==> src/hdl/tdoa_square.sv <==
// Magnitude, square and sum-of-squares pipeline stages.
`timescale 1ns / 1ps

module tdoa_square #(
   parameter int POSITION_WIDTH = 24
) (
   input  logic                          clock,
   input  logic                          reset,
   input  logic [POSITION_WIDTH-1:0]     emitter_x,
   input  logic [POSITION_WIDTH-1:0]     emitter_y,
   input  logic                          in_valid,
   output logic                          in_stall,
   input  logic [POSITION_WIDTH-1:0]     in_x,
   input  logic [POSITION_WIDTH-1:0]     in_y,
   input  logic                          in_ref,
   output logic                          out_valid,
   input  logic                          out_stall,
   output logic [2*POSITION_WIDTH+1:0]   out_sum,
   output logic [POSITION_WIDTH-1:0]     out_x,
   output logic [POSITION_WIDTH-1:0]     out_y,
   output logic                          out_ref
);

   localparam int PW = POSITION_WIDTH;
   localparam int SW = 2 * PW + 2;
   localparam int NS = 3;

   logic [NS-1:0]    valid_ff;
   logic [NS:0]      ready;
   logic [PW-1:0]    x_ff   [NS];
   logic [PW-1:0]    y_ff   [NS];
   logic [NS-1:0]    ref_ff;

   logic [PW-1:0]    ax_ff, ay_ff, ax_in, ay_in;
   logic [2*PW-1:0]  sx_ff, sy_ff;
   logic [SW-1:0]    sum_ff;
   logic signed [PW:0] dx, dy;

   always_comb begin
      ready[NS] = !out_stall;
      for (int i = NS - 1; i >= 0; i--) begin
         ready[i] = !valid_ff[i] || ready[i+1];
      end
   end

   always_comb begin
      dx    = $signed({emitter_x[PW-1], emitter_x}) - $signed({in_x[PW-1], in_x});
      dy    = $signed({emitter_y[PW-1], emitter_y}) - $signed({in_y[PW-1], in_y});
      ax_in = dx[PW] ? PW'(-dx) : PW'(dx);
      ay_in = dy[PW] ? PW'(-dy) : PW'(dy);
   end

   always_ff @(posedge clock) begin
      if (reset) begin
         valid_ff <= '0;
      end else begin
         if (ready[0]) valid_ff[0] <= in_valid;
         if (ready[1]) valid_ff[1] <= valid_ff[0];
         if (ready[2]) valid_ff[2] <= valid_ff[1];
      end
   end

   always_ff @(posedge clock) begin
      if (ready[0]) begin
         ax_ff     <= ax_in;
         ay_ff     <= ay_in;
         x_ff[0]   <= in_x;
         y_ff[0]   <= in_y;
         ref_ff[0] <= in_ref;
      end
      if (ready[1]) begin
         sx_ff     <= ax_ff * ax_ff;
         sy_ff     <= ay_ff * ay_ff;
         x_ff[1]   <= x_ff[0];
         y_ff[1]   <= y_ff[0];
         ref_ff[1] <= ref_ff[0];
      end
      if (ready[2]) begin
         sum_ff    <= SW'(sx_ff) + SW'(sy_ff);
         x_ff[2]   <= x_ff[1];
         y_ff[2]   <= y_ff[1];
         ref_ff[2] <= ref_ff[1];
      end
   end

   assign in_stall  = !ready[0];
   assign out_valid = valid_ff[NS-1];
   assign out_sum   = sum_ff;
   assign out_x     = x_ff[NS-1];
   assign out_y     = y_ff[NS-1];
   assign out_ref   = ref_ff[NS-1];

endmodule

==> config.mk <==
export PLATFORM = sky130hd
export DESIGN_NAME = tdoa_square
export DESIGN_NICKNAME = d
export VERILOG_FILES = /design/src/hdl/tdoa_square.sv
export SDC_FILE = /design/constraint.sdc
export NUM_CORES = 2
export LEC_CHECK = 0
export ABC_AREA = 1
export BUFFER_PORTS_ARGS = -buffer_cell sky130_fd_sc_hd__buf_4
export CAP_MARGIN = 20
export CELL_PAD_IN_SITES_DETAIL_PLACEMENT = 0
export CELL_PAD_IN_SITES_GLOBAL_PLACEMENT = 1
export CORE_UTILIZATION = 54
export CTS_CLUSTER_DIAMETER = 200
export DETAILED_ROUTE_END_ITERATION = 6
export MAX_ROUTING_LAYER = met4
export PLACE_DENSITY = 0.95
export SYNTH_ARGS = -nofsm -noshare
export SYNTH_HDL_FRONTEND = slang
export SYNTH_SLANG_ARGS = --single-unit
==> constraint.sdc <==
create_clock -name clock -period 19.4 [get_ports clock]
set_input_delay 3.88 -clock clock [delete_from_list [all_inputs] [get_ports clock]]
set_output_delay 3.88 -clock clock [all_outputs]
set_load 0.02 [all_outputs]
# Word level (Yosys, flattened, before mapping)
# Memories as Yosys holds them, arrays and structs flattened.
# Cells that the tools add are included.
# Widths: inputs -> output; s select.
# totals
input_bits	101
ram_bits	144
output_inout_bits	101
reg_bits	200
mem_count	2
elab_cells	36
# classes
n_reduce_logical	8
add_sub_neg	5
n_mul	2
n_mux	8
# mem_list
name	words	word_bits	read_ports	rd_ports_with_merged_regs	wr	line_no	source
x_ff	3	24	3	0	3	30	logic [PW-1:0] x_ff [NS];
y_ff	3	24	3	0	3	31	logic [PW-1:0] y_ff [NS];
# ops
cell	count
$mul 24x24->48	2
$sub 24x24->25	2
$add 48x48->49	1
$mux 24	2
$neg 24->24	2
$mux 1	6
$logic_not 1->1	5
$logic_or 1x1->1	3

# Logic depth before layout (Yosys ltp)
# depth
word_depth	6
mapped_depth	31
ltp_nobuf	30

# Worst setup path before layout
# No wires, ideal clock.
# synth_path
path_kind	in2out
startpoint	input out_stall
endpoint	output in_stall
cell_stages	4
arrival_time_ps	9587
path_buffers	0
slack_ps	5933
cell_sequence	nand2_1 -> nor2_1 -> inv_1 -> nor2_1
# synth_between
elab_chain_cells	5
# synth_lines
item	line_no	source
start, declared	17	input logic out_stall,
$logic_not 1->1	40	ready[NS] = !out_stall;
$logic_or 1x1->1 (2 in a row)	42	ready[i] = !valid_ff[i] || ready[i+1];
net ready[1]	29	logic [NS:0] ready;
$logic_or 1x1->1	42	
$logic_not 1->1	86	assign in_stall = !ready[0];
end, declared	12	output logic in_stall,
# The timed path passes the listed nets, and every way through them passes these cells.

# Worst setup path after layout
# layout_path
startpoint	input out_stall
endpoint	output in_stall
# layout_between
elab_chain_cells	5
# layout_lines
item	line_no
$logic_not 1->1	40
$logic_or 1x1->1	42
net ready[2]	29
$logic_or 1x1->1	42
net ready[1]	29
$logic_or 1x1->1	42
$logic_not 1->1	86
# The timed path passes the listed nets, and every way through them passes these cells.

==> results.sh <==
export IMPL_tightest_slew_ns=1.218
export IMPL_syn_cell_area_um2=52610
export IMPL_synth_top_cells_by_count="inv_1 (1,820), nand2_1 (1,357), fa_1 (845)"
export IMPL_worstPathCellList="buf_4, nand2_4, nor2_1, inv_6, nor2_1, buf_4"
export IMPL_status="completed"
export IMPL_antenna_cells=0
export IMPL_seq_area_frac_synth_pct=19.41
export IMPL_syn_nets=7617
export IMPL_yosysMostFrequentCell="inv_1"
export IMPL_grt_pass1_wl_um=208000
export IMPL_setup_ws_ns=9.700
export IMPL_core_um2=96570
export IMPL_setup_tns_ns=0
export IMPL_clkLatencyLatePin_ns=0.58
export IMPL_num_vias=39020
export IMPL_synth_flop_cell="edfxtp_1"
export IMPL_die_x_um=314.1
export IMPL_wl_per_cell_um=16.51
export IMPL_die_height_um=314.1
export IMPL_startpoint_type="primary input"
export IMPL_cap_violations=0
export IMPL_dr_pass1_iters=6
export IMPL_synth_edff_count=338
export IMPL_area_growth_pct=7.834
export IMPL_initial_core_util_pct=54.48
export IMPL_cts_made_buffers=38
export IMPL_max_stage_delay_ns=0.68
export IMPL_synth_cells=6217
export IMPL_setup_viol=0
export IMPL_crit_path_end_kind="output port"
export IMPL_yosys_area_top_type="fa_1"
export IMPL_period_share_pct=50.00
export IMPL_place_ws_ns=9.620
export IMPL_fin_crit_ns=9.700
export IMPL_drt_wl_total_um=126300
export IMPL_dp_hpwl_um=105200
export IMPL_avgSynthCellArea_um2=8.462
export IMPL_finalNonFillerCells=7653
export IMPL_synth_top_area_share_pct=32.15
export IMPL_ios=202
export IMPL_path_clk_slew_ns=0.06
export IMPL_ant_nets=0
export IMPL_maxSlewHeadroom_pct=18.79
export IMPL_cts_tree="done"
export IMPL_ys_types=54
export IMPL_rsz0062_at_grt="false"
export IMPL_post_cts_buffers=0
export IMPL_drc=0
export IMPL_fin_area_um2=56730
export IMPL_finalNetCount=7748
export IMPL_crit_type="primary input to output port"
export IMPL_slowest_stage="inv_6"
export IMPL_hold_class="register to register"
export IMPL_ctsResizeCount=0
export IMPL_async_reset_ff_share_pct=0
export IMPL_drive_above_1_share_pct=6.100
export IMPL_place_gp_congestion=0.9777
export IMPL_fillers=8504
export IMPL_finalHoldViolCount=0
export IMPL_grtUsageTotal_pct=27.31
export IMPL_arrival_ns=5.82
export IMPL_final_setup_skew_ns=0.04707
export IMPL_placed_cells=7575
export IMPL_grt_max_degree=91
export IMPL_overflow=0
export IMPL_design_die_area_um2=98680
export IMPL_synthTopCellsByArea="fa_1 (32%), edfxtp_1 (19%), inv_1 (13%)"
export IMPL_finalMaxSlewViolations=0
export IMPL_row_count=114
export IMPL_routed_via_density=5.099
export IMPL_critPathMaxFanout=90
export IMPL_grt_pass1_vias=40990
export IMPL_clockBufferDepth=3
export IMPL_grt_antenna_before_repair=0
export IMPL_cts_sinks=341
export IMPL_crit_required_ns=15.52
export IMPL_clock_fmax_mhz=103.1
export IMPL_clk_root_buffer_cell="clkbuf_16"
export IMPL_ys_ff_latch=341
export IMPL_numPortBuffers=200
export IMPL_hold_buffers=0
export IMPL_yosysWarnings=0
export IMPL_placed_area_um2=55190
export IMPL_h_tree_depth=2
export IMPL_drt_iter0_drc=2688
metrics by stage:
step	hold WS (ns)	util, %
floorplan	0.4003	-
global placement	0.4009	57.15
detailed placement	0.4045	57.15
CTS	0.3939	58.49
global route	0.4144	58.75
finish	0.4074	58.75
layer usage:
metal / wire length (um) / global-route usage, % / up-vias / share of wire [%]
met4: 2282 / 4.845 / 0 / 1.8
met1: 54540 / 36.04 / 18910 / 43
met3: 8132 / 3.577 / 165 / 6.4
met5: 0 / - / - / 0
li1: - / - / 18690 / -
met2: 61370 / 45.57 / 1263 / 49
path summary, 6_finish.rpt:
kind	startpoint	endpoint	slack [ns]	cells after the start
worst max-delay path	out_stall	in_stall	9.70	6
worst min-delay path	x_ff[0][3]	x_ff[0][27]	0.41	0
worst max register to register	ay_ff[13]	sy_ff[39]	11.97	24
worst min register to register	x_ff[0][3]	x_ff[0][27]	0.41	0
worst max-delay path: cells and delay by family:
kind	cells	cell delay (ns)
buf+inv	3	1.03
simple gates	3	0.89
flip-flops by register name (all words and copies together) (netlist names):
name and cells:
x_ff 72, y_ff 72, out_sum 49, sx_ff 47, sy_ff 47, ax_ff 24
ay_ff 24, ref_ff 3, valid_ff 3
cell type report:
class / count / area, um2 / area share (%)
Tap cell: 1276 / 1597 / 2.814
Multi-Input combinational cell: 3893 / 34730 / 61.23
Clock inverter: 23 / 291.5 / 0.5139
Clock buffer: 46 / 1002 / 1.767
Sequential cell: 341 / 10210 / 18.00
Inverter: 1828 / 6869 / 12.11
Timing Repair Buffer: 246 / 2027 / 3.573
kinds of logic (layout without fill, tap and decap cells):
| group | after synthesis | count (layout) | share of synthesized area, % |
|---|---|---|---|
| simple gates | 1998 | 1998 | 15.53 |
| buf+inv | 1983 | 2143 | 14.58 |
| fa+ha+maj | 1299 | 1299 | 42.95 |
| compound gates | 416 | 416 | 4.538 |
| flops | 341 | 341 | 19.41 |
| xor+xnor | 179 | 179 | 2.980 |
| other cells | 1 | 1 | 0.007128 |
placed cells by master (no fill, tap or decap), types with 11 or more instances in the layout:
master        n
nor2_2       15
edfxtp_1    338
buf_4       237
ha_1        454
nor4_1       23
nand2_1    1356
nand2_2      30
nor2_1      309
xnor2_1      63
nand3_1     179
a21oi_1     196
nand4_1      26
clkbuf_16    39
nor3_1       22
o21ai_0      91
inv_1      1818
o21bai_1     19
a31oi_1      38
xor2_1      116
a21o_1       22
fa_1        845
a21boi_0     11
Power is not shown: default switching activity piles up to over one toggle a cycle in this logic, so the estimate is an artifact.
