--- src/hdl/tdoa_pkg.sv ---
// Shared constants and register index codes for the range difference block.
`timescale 1ns / 1ps

package tdoa_pkg;

   localparam int SCALE_WIDTH = 18;
   localparam int FRAC_SHIFT  = 16;
   localparam int TIME_WIDTH  = 28;
   localparam int DIFF_WIDTH  = 29;
   localparam int CSR_INDEX_WIDTH = 3;

   localparam logic [SCALE_WIDTH-1:0] NS_PER_METER_RESET = 18'd218604;
   localparam logic [SCALE_WIDTH-1:0] NS_PER_FOOT_RESET  = 18'd66631;
   localparam logic [TIME_WIDTH-1:0]  TIME_MAX           = {TIME_WIDTH{1'b1}};

   typedef enum logic [CSR_INDEX_WIDTH-1:0] {
      CSR_EMITTER_X     = 3'd0,
      CSR_EMITTER_Y     = 3'd1,
      CSR_UNITS_IN_FEET = 3'd2,
      CSR_NS_PER_METER  = 3'd3,
      CSR_NS_PER_FOOT   = 3'd4
   } csr_index_type;

endpackage

--- src/hdl/tdoa_scale.sv ---
// Time scaling, rounding, saturation and reference subtraction stages.
`timescale 1ns / 1ps

module tdoa_scale import tdoa_pkg::*; #(
   parameter int POSITION_WIDTH = 24
) (
   input  logic                          clock,
   input  logic                          reset,
   input  logic [SCALE_WIDTH-1:0]        scale,
   input  logic                          in_valid,
   output logic                          in_stall,
   input  logic [POSITION_WIDTH:0]       in_root,
   input  logic [POSITION_WIDTH-1:0]     in_x,
   input  logic [POSITION_WIDTH-1:0]     in_y,
   input  logic                          in_ref,
   output logic                          out_valid,
   input  logic                          out_stall,
   output logic [POSITION_WIDTH-1:0]     out_x,
   output logic [POSITION_WIDTH-1:0]     out_y,
   output logic [DIFF_WIDTH-1:0]         out_diff
);

   localparam int PW = POSITION_WIDTH;
   localparam int RW = PW + 1;
   localparam int QW = RW + SCALE_WIDTH;
   localparam int TW = QW + 1 - FRAC_SHIFT;
   localparam int EW = (TW > TIME_WIDTH) ? TW : TIME_WIDTH;
   localparam int NS = 3;

   logic [NS-1:0]          valid_ff;
   logic [NS:0]            ready;
   logic [PW-1:0]          x_ff   [NS];
   logic [PW-1:0]          y_ff   [NS];
   logic [NS-2:0]          ref_ff;

   logic [QW-1:0]          prod_ff;
   logic [QW:0]            rounded;
   logic [EW-1:0]          time_ext;
   logic [TIME_WIDTH-1:0]  time_in, time_ff;
   logic [TIME_WIDTH-1:0]  ref_time_ff;
   logic [DIFF_WIDTH-1:0]  diff_ff;

   always_comb begin
      ready[NS] = !out_stall;
      for (int i = NS - 1; i >= 0; i--) begin
         ready[i] = !valid_ff[i] || ready[i+1];
      end
   end

   always_comb begin
      rounded  = (QW + 1)'(prod_ff) + ((QW + 1)'(1) << (FRAC_SHIFT - 1));
      time_ext = EW'(rounded[QW:FRAC_SHIFT]);
      time_in  = (time_ext > EW'(TIME_MAX)) ? TIME_MAX : time_ext[TIME_WIDTH-1:0];
   end

   always_ff @(posedge clock) begin
      if (reset) begin
         valid_ff    <= '0;
         ref_time_ff <= '0;
      end else begin
         if (ready[0]) valid_ff[0] <= in_valid;
         if (ready[1]) valid_ff[1] <= valid_ff[0];
         if (ready[2]) valid_ff[2] <= valid_ff[1];
         if (ready[2] && valid_ff[1] && ref_ff[1]) ref_time_ff <= time_ff;
      end
   end

   always_ff @(posedge clock) begin
      if (ready[0]) begin
         prod_ff   <= QW'(in_root) * QW'(scale);
         x_ff[0]   <= in_x;
         y_ff[0]   <= in_y;
         ref_ff[0] <= in_ref;
      end
      if (ready[1]) begin
         time_ff   <= time_in;
         x_ff[1]   <= x_ff[0];
         y_ff[1]   <= y_ff[0];
         ref_ff[1] <= ref_ff[0];
      end
      if (ready[2]) begin
         diff_ff <= ref_ff[1] ? '0 : ({1'b0, time_ff} - {1'b0, ref_time_ff});
         x_ff[2] <= x_ff[1];
         y_ff[2] <= y_ff[1];
      end
   end

   assign in_stall  = !ready[0];
   assign out_valid = valid_ff[NS-1];
   assign out_x     = x_ff[NS-1];
   assign out_y     = y_ff[NS-1];
   assign out_diff  = diff_ff;

endmodule

--- config.mk ---
export PLATFORM = sky130hd
export DESIGN_NAME = tdoa_scale
export DESIGN_NICKNAME = d
export VERILOG_FILES = /design/src/hdl/tdoa_pkg.sv /design/src/hdl/tdoa_scale.sv
export SDC_FILE = /design/constraint.sdc
export NUM_CORES = 1
export LEC_CHECK = 0
export BUFFER_PORTS_ARGS = -buffer_cell sky130_fd_sc_hd__buf_2
export CORE_ASPECT_RATIO = 1.75
export CORE_MARGIN = 2
export CORE_UTILIZATION = 63
export DETAILED_ROUTE_END_ITERATION = 10
export PLACE_DENSITY = 0.82
export SLEW_MARGIN = 10
export SYNTH_ARGS = -nofsm -noshare
export SYNTH_HDL_FRONTEND = slang
export SYNTH_SLANG_ARGS = --single-unit
--- constraint.sdc ---
create_clock -name clock -period 9 [get_ports clock]
set_input_delay 1.8 -clock clock [delete_from_list [all_inputs] [get_ports clock]]
set_output_delay 1.8 -clock clock [all_outputs]
set_load 0.02 [all_outputs]
---- Word-level counts from Yosys, hierarchy flattened ----
Memory sizes are Yosys's and may differ from the RTL's.
Index checks and enable logic that the tools add are counted.
W data, S select, Z words.
word-level totals
  register bits ........................... 133
  memory bits (writable) .................. 144
  output and inout port bits .............. 79
  word-level logic and storage cells ...... 31
  memories ................................ 2
memory list
  name  words  width  read ports  clocked after Yosys merged registers in  wr ports  line              RTL
  x_ff  3      24     3           0                                        3         tdoa_scale.sv:32  logic [PW-1:0] x_ff [NS];
  y_ff  3      24     3           0                                        3         tdoa_scale.sv:33  logic [PW-1:0] y_ff [NS];
operators by class
  add/sub/neg operators ................... 2
  $mul .................................... 1
  $lt $le $gt $ge ......................... 1
  multiplexer cells ....................... 6
  reduce and logical (&&, ||, !) cells .... 10
operator list
  kind                      count
  $add A43 B16 Y44 const B  1
  $mul A25 B18 Y43          1
  $sub A28 B28 Y29          1
  $gt A28 B28 Y1 const B    1
  $mux W1                   6
  $logic_not A1 Y1          5
  $logic_or A1 B1 Y1        3
  $logic_and A1 B1 Y1       2

---- Depth between registers and ports, before layout ----
  depth in word-level cells ............... 6
  depth in mapped cells ................... 24
  mapped depth without buffers ............ 23

---- Least setup slack after synthesis ----
No wires, ideal clock.
  path kind ............................... input to register
  start point ............................. input in_root[22]
  end point ............................... register prod_ff[39], data pin
  library setup time ...................... 0.261 ns
  arrival ................................. 7.579 ns
  required time ........................... 8.739 ns
  slack ................................... 1.160 ns
  cell stages on the path ................. 21
  buffers on the path ..................... 2
  cell sequence ........................... clkbuf_1 > clkbuf_1 > nand2_1 > fa_1 > inv_1 > fa_1 > inv_1 > fa_1 > inv_1 > fa_1 > fa_1 > fa_1 > ha_1 > a21o_1 > a211o_1 > or3_1 > o21a_1 > o21ai_1 > a21oi_1 > o21a_1 > o311a_1
on the way
  word-level cells in the longest chain between the ends .. 1
ends and longest elaborated chain
  element               line              RTL
  from (decl)           tdoa_scale.sv:12  input logic [POSITION_WIDTH:0] in_root,
  $mul A25 B18 Y43      tdoa_scale.sv:70  prod_ff <= QW'(in_root) * QW'(scale);
  to (signal assigned)  tdoa_scale.sv:70
  to (decl)             tdoa_scale.sv:36  logic [QW-1:0] prod_ff;
No other way between the ends.
A chain may end at the register's enable or synchronous reset.

---- Worst setup path after layout ----
  start point ............................. input scale[11]
  end point ............................... register prod_ff[39], data pin
on the way
  word-level cells in the longest chain between the ends .. 1
ends and longest elaborated chain
  element           line              RTL
  from (decl)       tdoa_scale.sv:9   input logic [SCALE_WIDTH-1:0] scale,
  $mul A25 B18 Y43  tdoa_scale.sv:70
No other way between the ends.

==> run metrics <==
GRT Resource Usage Total 0.277; buffer type at the clock tree root sky130_fd_sc_hd__clkbuf_16; setup slack after placement 0.721 ns; Final TNS setup 0 ns; CTS sink cnt 262; signal arrival time at the worst endpoint 8.08 ns; first-pass detailed-route iteration total 5; final count of pins violating max slew 0; count of final hold-check violations 0; largest incremental delay on the critical path 0.54 ns; CP startpoint kind primary input; clock tree from TritonCTS built; number of setup violations in the final report 0; maximum clock frequency 128 MHz; sort of element at the end of the critical path register; number of buffers on the longest clock path 3; weighted congestion reported at the end of routability-driven placement 0.935; pin count of the biggest net entering global routing 80; outcome complete, no violations; reg-to-reg critical path startpoint time_ff[0]; starting density of the core 0.639; die width 152 um; Multi-input gate area 0.0141 mm^2; Seq cells post-synth 262; Crit Path Category primary input to register; post-route fraction of the period consumed by the critical path 0.868; register area 0.00756 mm^2; Placeable Area 0.0376 mm^2; crit path cell chain buf_2 -> nand2_1 -> fa_1 -> inv_1 -> fa_1 -> fa_1 -> fa_1 -> fa_1 -> inv_1 -> fa_1 -> inv_1 -> ha_1 -> a21oi_1 -> o21ai_0 -> or3_1 -> o21a_1 -> o21ai_1 -> a21oi_1 -> o21a_1 -> o311a_1; area fraction of the dominant cell type after synthesis 0.306; number of buffers inserted for hold repair after clock tree synthesis 0; Syn Inst Count 2305; Fin Clk Skew 0.00970 ns; post-layout minimum cycle time 7.82 ns; Data required, critical path 9.26 ns; Setup Buffers After CTS 0; Avg Vias per Cell 5.60; core occupancy in the finished layout 0.680; antenna violations before repair 2; number of cells upsized or downsized after cts 0; first-pass GRT wire length 86300 um; DP Wirelength 42000 um; most used cell along the critical path sky130_fd_sc_hd__fa_1; Port Buf Inserts 174; max-slew headroom at the worst pin 0.251; worst-skew pair later-pin latency 0.51 ns; final worst setup slack 1.18 ns; number of synthesized flops with an enable pin 231; WL final 53400 um; count of synthesis-stage warnings from yosys 0; cell type contributing the most total cell area after synthesis sky130_fd_sc_hd__fa_1; critical-path maximum fanout 25; floorplan row count 94; fraction of final layout cells sized beyond drive strength 1 0.0936; synthesis-to-layout area growth 6.53%; number of global-route vias before repair 17669; net total in the final layout 2985; cts bufs inserted 20; per-cell routed wire length 18.6 um; maximum level of the CTS H-tree 1; routed via count 16099; mean instance size in the synthesized netlist 10.4 um^2; transition time at the pin with the least slew margin 1.12 ns; sequential fraction of the synthesis area 0.314; Ports 175; top area cells in the synthesized netlist sky130_fd_sc_hd__fa_1, sky130_fd_sc_hd__edfxtp_1, sky130_fd_sc_hd__ha_1, sky130_fd_sc_hd__inv_1, sky130_fd_sc_hd__nand2_1; unrepaired setup endpoints after global routing false; Die Footprint 0.0398 mm^2; nets in the synthesized netlist 2911; clock-pin slew on the worst setup and hold paths 0.08 ns; cell area after synthesis 0.0240 mm^2; die height 262 um; total congestion overflow after global routing 0; max cap viols 0; fill count 2797; worst hold start x_ff[0][38]; worst min path class register to register; most repeated cell in the gate-level netlist after synthesis sky130_fd_sc_hd__inv_1; flip-flop cell with the highest count after synthesis sky130_fd_sc_hd__edfxtp_1; remaining antenna violation count after routing 0; asr flop ratio synth 0; top post-synthesis cells by count sky130_fd_sc_hd__inv_1, sky130_fd_sc_hd__nand2_1, sky130_fd_sc_hd__fa_1; detailed router's first-iteration violation count 858; library cell contributing the largest single delay on the critical path sky130_fd_sc_hd__fa_1; launch point of the worst path scale[11]; detailed-route DRC error count 0; Unique masters post-synth 51
-- registers in the layout (all words and copies together) (netlist names) --
| signal | flops |
|---|---|
| ref_time_ff | 28 |
| x_ff | 72 |
| y_ff | 72 |
| valid_ff | 3 |
| prod_ff | 28 |
| ref_ff | 2 |
| out_diff | 29 |
| time_ff | 28 |
-- kinds of logic (layout without fill, tap and decap cells) --
logic type,after synthesis,after routing,share of synthesized area
buf+inv,589,677,0.0995
xor+xnor,71,71,0.0259
fa+ha+maj,510,510,0.380
flops,262,262,0.314
simple gates,694,694,0.135
other cells,0,2,0
compound gates,179,179,0.0456
-- worst paths after layout --
check                           slack [ns]  depth (start not counted)           end
worst max register to register        5.51                         12  out_diff[24]
worst min-delay path                  0.42                          0   x_ff[0][62]
worst min register to register        0.42                          0   x_ff[0][62]
worst max-delay path                  1.18                         20   prod_ff[39]
-- layer usage --
layer	share of wire	up-vias	wire length, um	GRT usage
met5	0	-	0	0
met4	0.050	0	2650	0.127
met3	0.048	192	2590	0.0215
met2	0.56	646	30000	0.534
met1	0.34	8070	18100	0.299
li1	-	7191	-	-
-- cell type report --
class / instances / share of cell area
Clock buffer: 23 / 0.0208
Inverter: 457 / 0.0670
Multi-Input combinational cell: 1454 / 0.551
Clock inverter: 13 / 0.00552
Timing Repair Buffer: 184 / 0.0369
Antenna cell: 2 / 0.000195
Tap cell: 480 / 0.0235
Sequential cell: 262 / 0.295
-- critical path: cells and delay by family --
family | cells | cell delay (ns)
AO/OA/AOI/OAI | 7 | 1.49
buffers and inverters | 4 | 0.65
adder cells (fa/ha/maj) | 7 | 3.48
AND/OR/NAND/NOR | 2 | 0.63
-- cell usage in the layout (no fill, tap or decap), drive strengths merged, types with 3 or more instances in the layout --
master / count
o21bai: 8
xnor2: 44
a21boi: 3
or3: 3
ha: 143
a31oi: 5
inv: 459
edfxtp: 231
nand4: 9
clkinv: 7
dfxtp: 31
nor3: 18
nand3: 24
o21ai: 28
fa: 367
a211oi: 4
nor2b: 7
and3: 9
nand2b: 8
clkbuf: 23
and4: 3
xor2: 27
o211ai: 8
a21oi: 79
nand2: 371
and2: 173
o21a: 9
nor3b: 3
nor2: 59
buf: 184
a21o: 24
-- through the flow --
stage	std cells	hold slack, ns	area (um^2)
2_1_floorplan	2305	0.400	24000
3_3_place_gp	2837	0.400	24900
3_5_place_dp	2837	0.405	24900
4_1_cts	2873	0.416	25600
5_1_grt	2875	0.422	25600
6_report	2875	0.416	25600
Power is not shown: default switching activity piles up to over one toggle a cycle in this logic, so the estimate is an artifact.
