## src/hdl/tdoa_sqrt.sv

```systemverilog
// Pipelined integer square root, one result bit per stage.
`timescale 1ns / 1ps

module tdoa_sqrt #(
   parameter int POSITION_WIDTH = 24
) (
   input  logic                          clock,
   input  logic                          reset,
   input  logic                          in_valid,
   output logic                          in_stall,
   input  logic [2*POSITION_WIDTH+1:0]   in_sum,
   input  logic [POSITION_WIDTH-1:0]     in_x,
   input  logic [POSITION_WIDTH-1:0]     in_y,
   input  logic                          in_ref,
   output logic                          out_valid,
   input  logic                          out_stall,
   output logic [POSITION_WIDTH:0]       out_root,
   output logic [POSITION_WIDTH-1:0]     out_x,
   output logic [POSITION_WIDTH-1:0]     out_y,
   output logic                          out_ref
);

   localparam int PW = POSITION_WIDTH;
   localparam int SW = 2 * PW + 2;
   localparam int RW = PW + 1;
   localparam int MW = RW + 2;
   localparam int NS = SW / 2;

   logic [NS-1:0]  valid_ff;
   logic [NS:0]    ready;
   logic [SW-1:0]  rad_ff  [NS];
   logic [RW-1:0]  root_ff [NS];
   logic [MW-1:0]  rem_ff  [NS];
   logic [PW-1:0]  x_ff    [NS];
   logic [PW-1:0]  y_ff    [NS];
   logic [NS-1:0]  ref_ff;

   always_comb begin
      ready[NS] = !out_stall;
      for (int i = NS - 1; i >= 0; i--) begin
         ready[i] = !valid_ff[i] || ready[i+1];
      end
   end

   for (genvar k = 0; k < NS; k++) begin : g_stage
      logic [SW-1:0]   src_rad;
      logic [RW-1:0]   src_root;
      logic [MW-1:0]   src_rem;
      logic [PW-1:0]   src_x, src_y;
      logic            src_ref, src_valid;
      logic [MW+1:0]   rem_sh, trial;
      logic            take;
      logic [MW-1:0]   rem_in;
      logic [RW-1:0]   root_in;

      if (k == 0) begin : g_first
         assign src_rad   = in_sum;
         assign src_root  = '0;
         assign src_rem   = '0;
         assign src_x     = in_x;
         assign src_y     = in_y;
         assign src_ref   = in_ref;
         assign src_valid = in_valid;
      end else begin : g_next
         assign src_rad   = rad_ff[k-1];
         assign src_root  = root_ff[k-1];
         assign src_rem   = rem_ff[k-1];
         assign src_x     = x_ff[k-1];
         assign src_y     = y_ff[k-1];
         assign src_ref   = ref_ff[k-1];
         assign src_valid = valid_ff[k-1];
      end

      always_comb begin
         rem_sh  = {src_rem, src_rad[SW-1 -: 2]};
         trial   = (MW + 2)'({src_root, 2'b01});
         take    = rem_sh >= trial;
         rem_in  = take ? MW'(rem_sh - trial) : MW'(rem_sh);
         root_in = {src_root[RW-2:0], take};
      end

      always_ff @(posedge clock) begin
         if (reset) begin
            valid_ff[k] <= 1'b0;
         end else if (ready[k]) begin
            valid_ff[k] <= src_valid;
         end
      end

      always_ff @(posedge clock) begin
         if (ready[k]) begin
            rad_ff[k]  <= src_rad << 2;
            root_ff[k] <= root_in;
            rem_ff[k]  <= rem_in;
            x_ff[k]    <= src_x;
            y_ff[k]    <= src_y;
            ref_ff[k]  <= src_ref;
         end
      end
   end

   assign in_stall  = !ready[0];
   assign out_valid = valid_ff[NS-1];
   assign out_root  = root_ff[NS-1];
   assign out_x     = x_ff[NS-1];
   assign out_y     = y_ff[NS-1];
   assign out_ref   = ref_ff[NS-1];

endmodule

```

## config.mk

```make
export PLATFORM = sky130hd
export DESIGN_NAME = tdoa_sqrt
export DESIGN_NICKNAME = d
export VERILOG_FILES = /design/src/hdl/tdoa_sqrt.sv
export SDC_FILE = /design/constraint.sdc
export NUM_CORES = 2
export LEC_CHECK = 0
export BUFFER_PORTS_ARGS = -buffer_cell sky130_fd_sc_hd__buf_4
export CORE_ASPECT_RATIO = 0.5
export CORE_MARGIN = 1
export CORE_UTILIZATION = 60
export DETAILED_ROUTE_END_ITERATION = 10
export PLACE_DENSITY_LB_ADDON = 0.25
export SLEW_MARGIN = 15
export SYNTH_ARGS = -nofsm -noshare
export SYNTH_HDL_FRONTEND = slang
export SYNTH_SLANG_ARGS = --single-unit
```

## constraint.sdc

```tcl
create_clock -name clock -period 14.5 [get_ports clock]
set_input_delay 0 -clock clock [delete_from_list [all_inputs] [get_ports clock]]
set_output_delay 0 -clock clock [all_outputs]
set_load 0.005 [all_outputs]
```

Yosys cells after proc, flatten, opt, wreduce, memory -nomap -nowiden
Memories as Yosys holds them, arrays and structs flattened.
Cells that the tools add are included.
Widths: inputs -> output; s select.
{"block": "classes", "add_sub_neg": 25, "n_lt_le_gt_ge": 25, "mux": 75, "reduce_logical": 52}
{"op": "$ge 29x27->1", "count": 24}
{"op": "$mux 27", "count": 25}
{"op": "$sub 27x27->27", "count": 24}
{"op": "$mux 1", "count": 50}
{"op": "$logic_not 1->1", "count": 27}
{"op": "$logic_or 1x1->1", "count": 25}
{"op": "$sub 2x1->3 const B", "count": 1}
{"op": "$ge 2x1->1 const B", "count": 1}
{"block": "totals", "register_bits": 50, "ram_bits": 3700, "out_inout_bits": 76, "n_memories": 5}
{"memory": "rad_ff", "words": 25, "width": 48, "read_ports": 24, "rd_clocked_by_memory_dff": 0, "write_ports": 25, "line": "31", "text": "logic [SW-1:0] rad_ff [NS];"}
{"memory": "rem_ff", "words": 25, "width": 27, "read_ports": 24, "rd_clocked_by_memory_dff": 0, "write_ports": 25, "line": "33", "text": "logic [MW-1:0] rem_ff [NS];"}
{"memory": "root_ff", "words": 25, "width": 25, "read_ports": 25, "rd_clocked_by_memory_dff": 0, "write_ports": 25, "line": "32", "text": "logic [RW-1:0] root_ff [NS];"}
{"memory": "x_ff", "words": 25, "width": 24, "read_ports": 25, "rd_clocked_by_memory_dff": 0, "write_ports": 25, "line": "34", "text": "logic [PW-1:0] x_ff [NS];"}
{"memory": "y_ff", "words": 25, "width": 24, "read_ports": 25, "rd_clocked_by_memory_dff": 0, "write_ports": 25, "line": "35", "text": "logic [PW-1:0] y_ff [NS];"}

Longest topological paths before layout
{"block": "depth", "depth_word": 28, "mapped_depth": 13, "mapped_depth_nobuf": 11}

Worst setup path after synthesis
OpenSTA, ideal clock, no wires.
{"block": "synth_path", "path_kind": "reg2reg", "from": "register valid_ff[24], in the netlist out_valid", "to": "register ref_ff[2], in the netlist g_stage[3].src_ref (enable)", "setup_time_ns": 0.487, "arrival_time_ns": 11.973, "required_ns": 14.013, "setup_slack_ns": 2.040, "path_stages_with_launch": 11, "synth_period_minus_slack_ns": 12.460, "path_cell_list": "dfxtp_1 > and3_1 > clkbuf_1 > nand3_1 > nor4b_1 > inv_1 > nor3_1 > and2_1 > inv_1 > nor2_1 > nand2_1"}
{"block": "synth_between", "elab_chain_len": 24}
{"item": "start: declaration", "line": "29", "text": "logic [NS-1:0] valid_ff;"}
{"item": "start signal: indexed assignment", "line": "86", "text": "valid_ff[k] <= src_valid;"}
{"item": "$logic_not 1->1", "line": "41", "text": "ready[i] = !valid_ff[i] || ready[i+1];"}
{"item": "$logic_or 1x1->1 (6 in a row)", "line": "41"}
{"item": "named net ready[19]", "line": "30", "text": "logic [NS:0] ready;"}
{"item": "$logic_or 1x1->1 (11 in a row)", "line": "41"}
{"item": "named net ready[8]", "line": "30"}
{"item": "$logic_or 1x1->1 (3 in a row)", "line": "41"}
{"item": "named net ready[5]", "line": "30"}
{"item": "$logic_or 1x1->1 (3 in a row)", "line": "41"}
{"item": "named net ready[2]", "line": "30"}
{"item": "end signal: indexed assignment", "line": "97", "text": "ref_ff[k] <= src_ref;"}
{"item": "end: declaration", "line": "36", "text": "logic [NS-1:0] ref_ff;"}
The timed path passes the listed nets, and every way through them passes these cells.
A chain may end at the register's enable or synchronous reset.

Worst setup path in the final report
{"block": "layout_path", "from": "register valid_ff[24], in the netlist out_valid", "to": "output port in_stall"}
{"block": "layout_between", "elab_chain_len": 27}
{"item": "$logic_not 1->1", "line": "41"}
{"item": "$logic_or 1x1->1 (6 in a row)", "line": "41"}
{"item": "named net ready[19]", "line": "30"}
{"item": "$logic_or 1x1->1 (11 in a row)", "line": "41"}
{"item": "named net ready[8]", "line": "30"}
{"item": "$logic_or 1x1->1 (3 in a row)", "line": "41"}
{"item": "named net ready[5]", "line": "30"}
{"item": "$logic_or 1x1->1 (5 in a row)", "line": "41"}
{"item": "named net ready[0]", "line": "30"}
{"item": "$logic_not 1->1", "line": "102", "text": "assign in_stall = !ready[0];"}
{"item": "end: declaration", "line": "10", "text": "output logic in_stall,"}
The timed path passes the listed nets, and every way through them passes these cells.

==> out/summary.txt <==
r2r setup slk: 7.29 ns
max cap viols: 0
CP Cell Sequence: and3_1 -> nand3_4 -> nor4b_1 -> inv_4 -> nor3_1 -> and2_1 -> inv_4 -> nor2_1 -> and3_1 -> nand2_4 -> buf_4 -> inv_1 -> buf_4
post-synthesis sequential area ratio: 76.6%
share of cells above drive strength 1: 9.95%
Worst IR Drop VDD: 0.105 mV
Fmax: 0.126 GHz
CP Launch Type: flip-flop
final cycle utilization of the critical path: 54.8%
critical path class: reg -> out
Initial Utilization: 60.5%
Slew @ Worst Pin: 1.16 ns
Slew headroom: 22.5%
die footprint: 183000 um^2
First-pass DRT Iterations: 8
Netlist cell types: 85
DRT Wirelength: 218000 um
Worst Path Required: 14.50 ns
Finish-stage setup viols: 0
CP max stage cell: nor4b_1
Overall Power: 18.8 mW
Layout Utilization: 68.3%
IO Pins: 179
initial antenna violation count: 4
dpl hpwl: 133000 um
Final min period: 7.94 ns
Max clock buf depth: 4
Row Count: 110
total gr overflow: 0
Worst-Skew Late Latency: 0.91 ns
Buf/Inv on CP: 5
Leak Pwr: 48.2 nW
hold_ws: 0.0585 ns
Post-synth EDFFs: 2761
Reg clk slew, reported paths: 0.07 ns
vias in the first global route: 57500
Power per Cell Area: 153 nW/um^2
clk sinks: 2786
status: complete, no violations
TritonCTS clock tree: built
Die Span Y: 303 um
post-synth top area cell: edfxtp_1
per-cell routed wire length: 22.0 um
final hold vios: 0
Data arrival, critical path: 7.94 ns
setup TNS: 0 ns
fin. max-slew vios: 0
synth-to-layout area growth: 12.9%
mean post-synth cell area: 16.2 um^2
CP max stage delay: 1.14 ns
DR iter-0 viols: 4944
first-pass GRT wire length: 330000 um
Vias/cell: 5.74
Total Nets Final: 7741
detailed-route DRC error count: 0
clk_skew: 0.0788 ns
CTS buffer count: 229
Post-Place Setup Slack: 7.57 ns
die width: 604 um
endpoint type of the worst setup path: primary output
Top Family by Delay on Critical Path: simple AND/OR/NAND/NOR gates
RSZ-0062 raised after global routing: false
commonest non-fill, non-tap cell in the layout: edfxtp_1
Core Area: 180000 um^2
main area contributors after synthesis: edfxtp_1 76%, ha_1 4.0%, xnor2_1 2.2%
asr flop ratio synth: 0%
Top FF cell, synth: edfxtp_1
register bit total from synthesis: 2786
worst setup margin: 6.56 ns
Antenna Nets Post-Route: 0
Worst Hold Class: in -> reg
routed vias: 56800
CTS root buf: clkbuf_16
pin count of the biggest net entering global routing: 96
commonest cells after routing, fill and taps aside: 2761 x edfxtp_1, 438 x inv_1, 402 x nor2_1, 352 x ha_1, 336 x a21oi_1
CTS H-tree depth: 4
Port-buffer cells: 178
Tot GR Track Use: 23.5%
Synth Cell Area: 109000 um^2
syn nets: 7167
Max FO, Critical Path: 67
Placer Congestion: 0.960
cells after synthesis: 6712
yosys warns: 0
post-synth top area share: 76.1%
-- layout make-up --
class	count	area, um^2
multi-input cells	3396	23600
fillers	11300	57100
flip-flops and latches	2786	83400
inverters	448	1700
diodes	2	5.00
repair buffers	425	3710
well taps	2408	3010
clock buffers	285	6100
clock inverters	135	1370
-- worst paths after layout --
kind / from / end / depth (start not counted)
setup / recovery: out_valid / in_stall / 13
hold / removal: in_sum[17] / rad_ff[0][17] / 2
setup reg to reg: out_valid / x_ff[0][21] / 11
hold reg to reg: y_ff[0][334] / y_ff[0][358] / 0
-- repair_timing --
| item | CTS | global route |
|---|---|---|
| setup buffers | 0 | 0 |
| hold endpoints to repair | 163 | 0 |
| gates resized for setup | 0 | 0 |
| hold buffers | 204 | 0 |
-- cells by family (layout without fill, tap and decap cells) --
family                     Yosys count  count (layout)  share of synthesized area (%)
AOI/OAI and AO/OA                 1011            1011                           5.85
xor gates and xnor gates           487             487                           3.92
adders and majority gates          352             352                           4.04
buffers and inverters              530            1293                           1.84
DFF                               2786            2786                           76.6
muxes                              105             105                           1.07
other                                1               3                        0.00344
and+or+nand+nor                   1440            1440                           6.68
-- per-layer routing --
| layer | vias up | wire length [um] | track usage, % |
|---|---|---|---|
| li1 | 26500 | - | - |
| met3 | 460 | 9850 | 3.00 |
| met1 | 28000 | 85300 | 28.6 |
| met2 | 1812 | 114000 | 43.3 |
| met4 | 0 | 8380 | 8.92 |
| met5 | - | 0 | 0 |
-- flip-flops by register name, indices dropped and copies added, names as in the netlist --
register and flops:
rem_ff 611, rad_ff 600, x_ff 600, y_ff 600, root_ff 325, g_stage.src_ref 24
g_stage.src_valid 24, out_ref 1, out_valid 1
-- synthesized netlist by cell type (73+ instances only) --
library cell  count
xor2_1          212
o21a_1           81
a21o_1          102
nor4_1           73
xnor2_1         275
ha_1            352
nand2_1         273
mux2_2           94
o21ai_0         213
nand3_1          92
nor3_1          156
nor2_1          403
edfxtp_1       2761
a21oi_1         336
inv_1           447
nand2b_1         79
-- report_power, final --
part	internal (mW)	switching, mW
sequential	9.89	0.601
combinational	0.902	1.05
clock	3.43	2.92
total	14.2	4.56
-- metrics by stage --
step / cell area (um^2) / instances
after floorplan: 109000 / 6712
after global placement: 113000 / 9259
after detailed placement: 113000 / 9259
after CTS: 123000 / 9883
after global routing: 123000 / 9884
final: 123000 / 9885
Note: power is estimated with default switching activity, not from simulation.
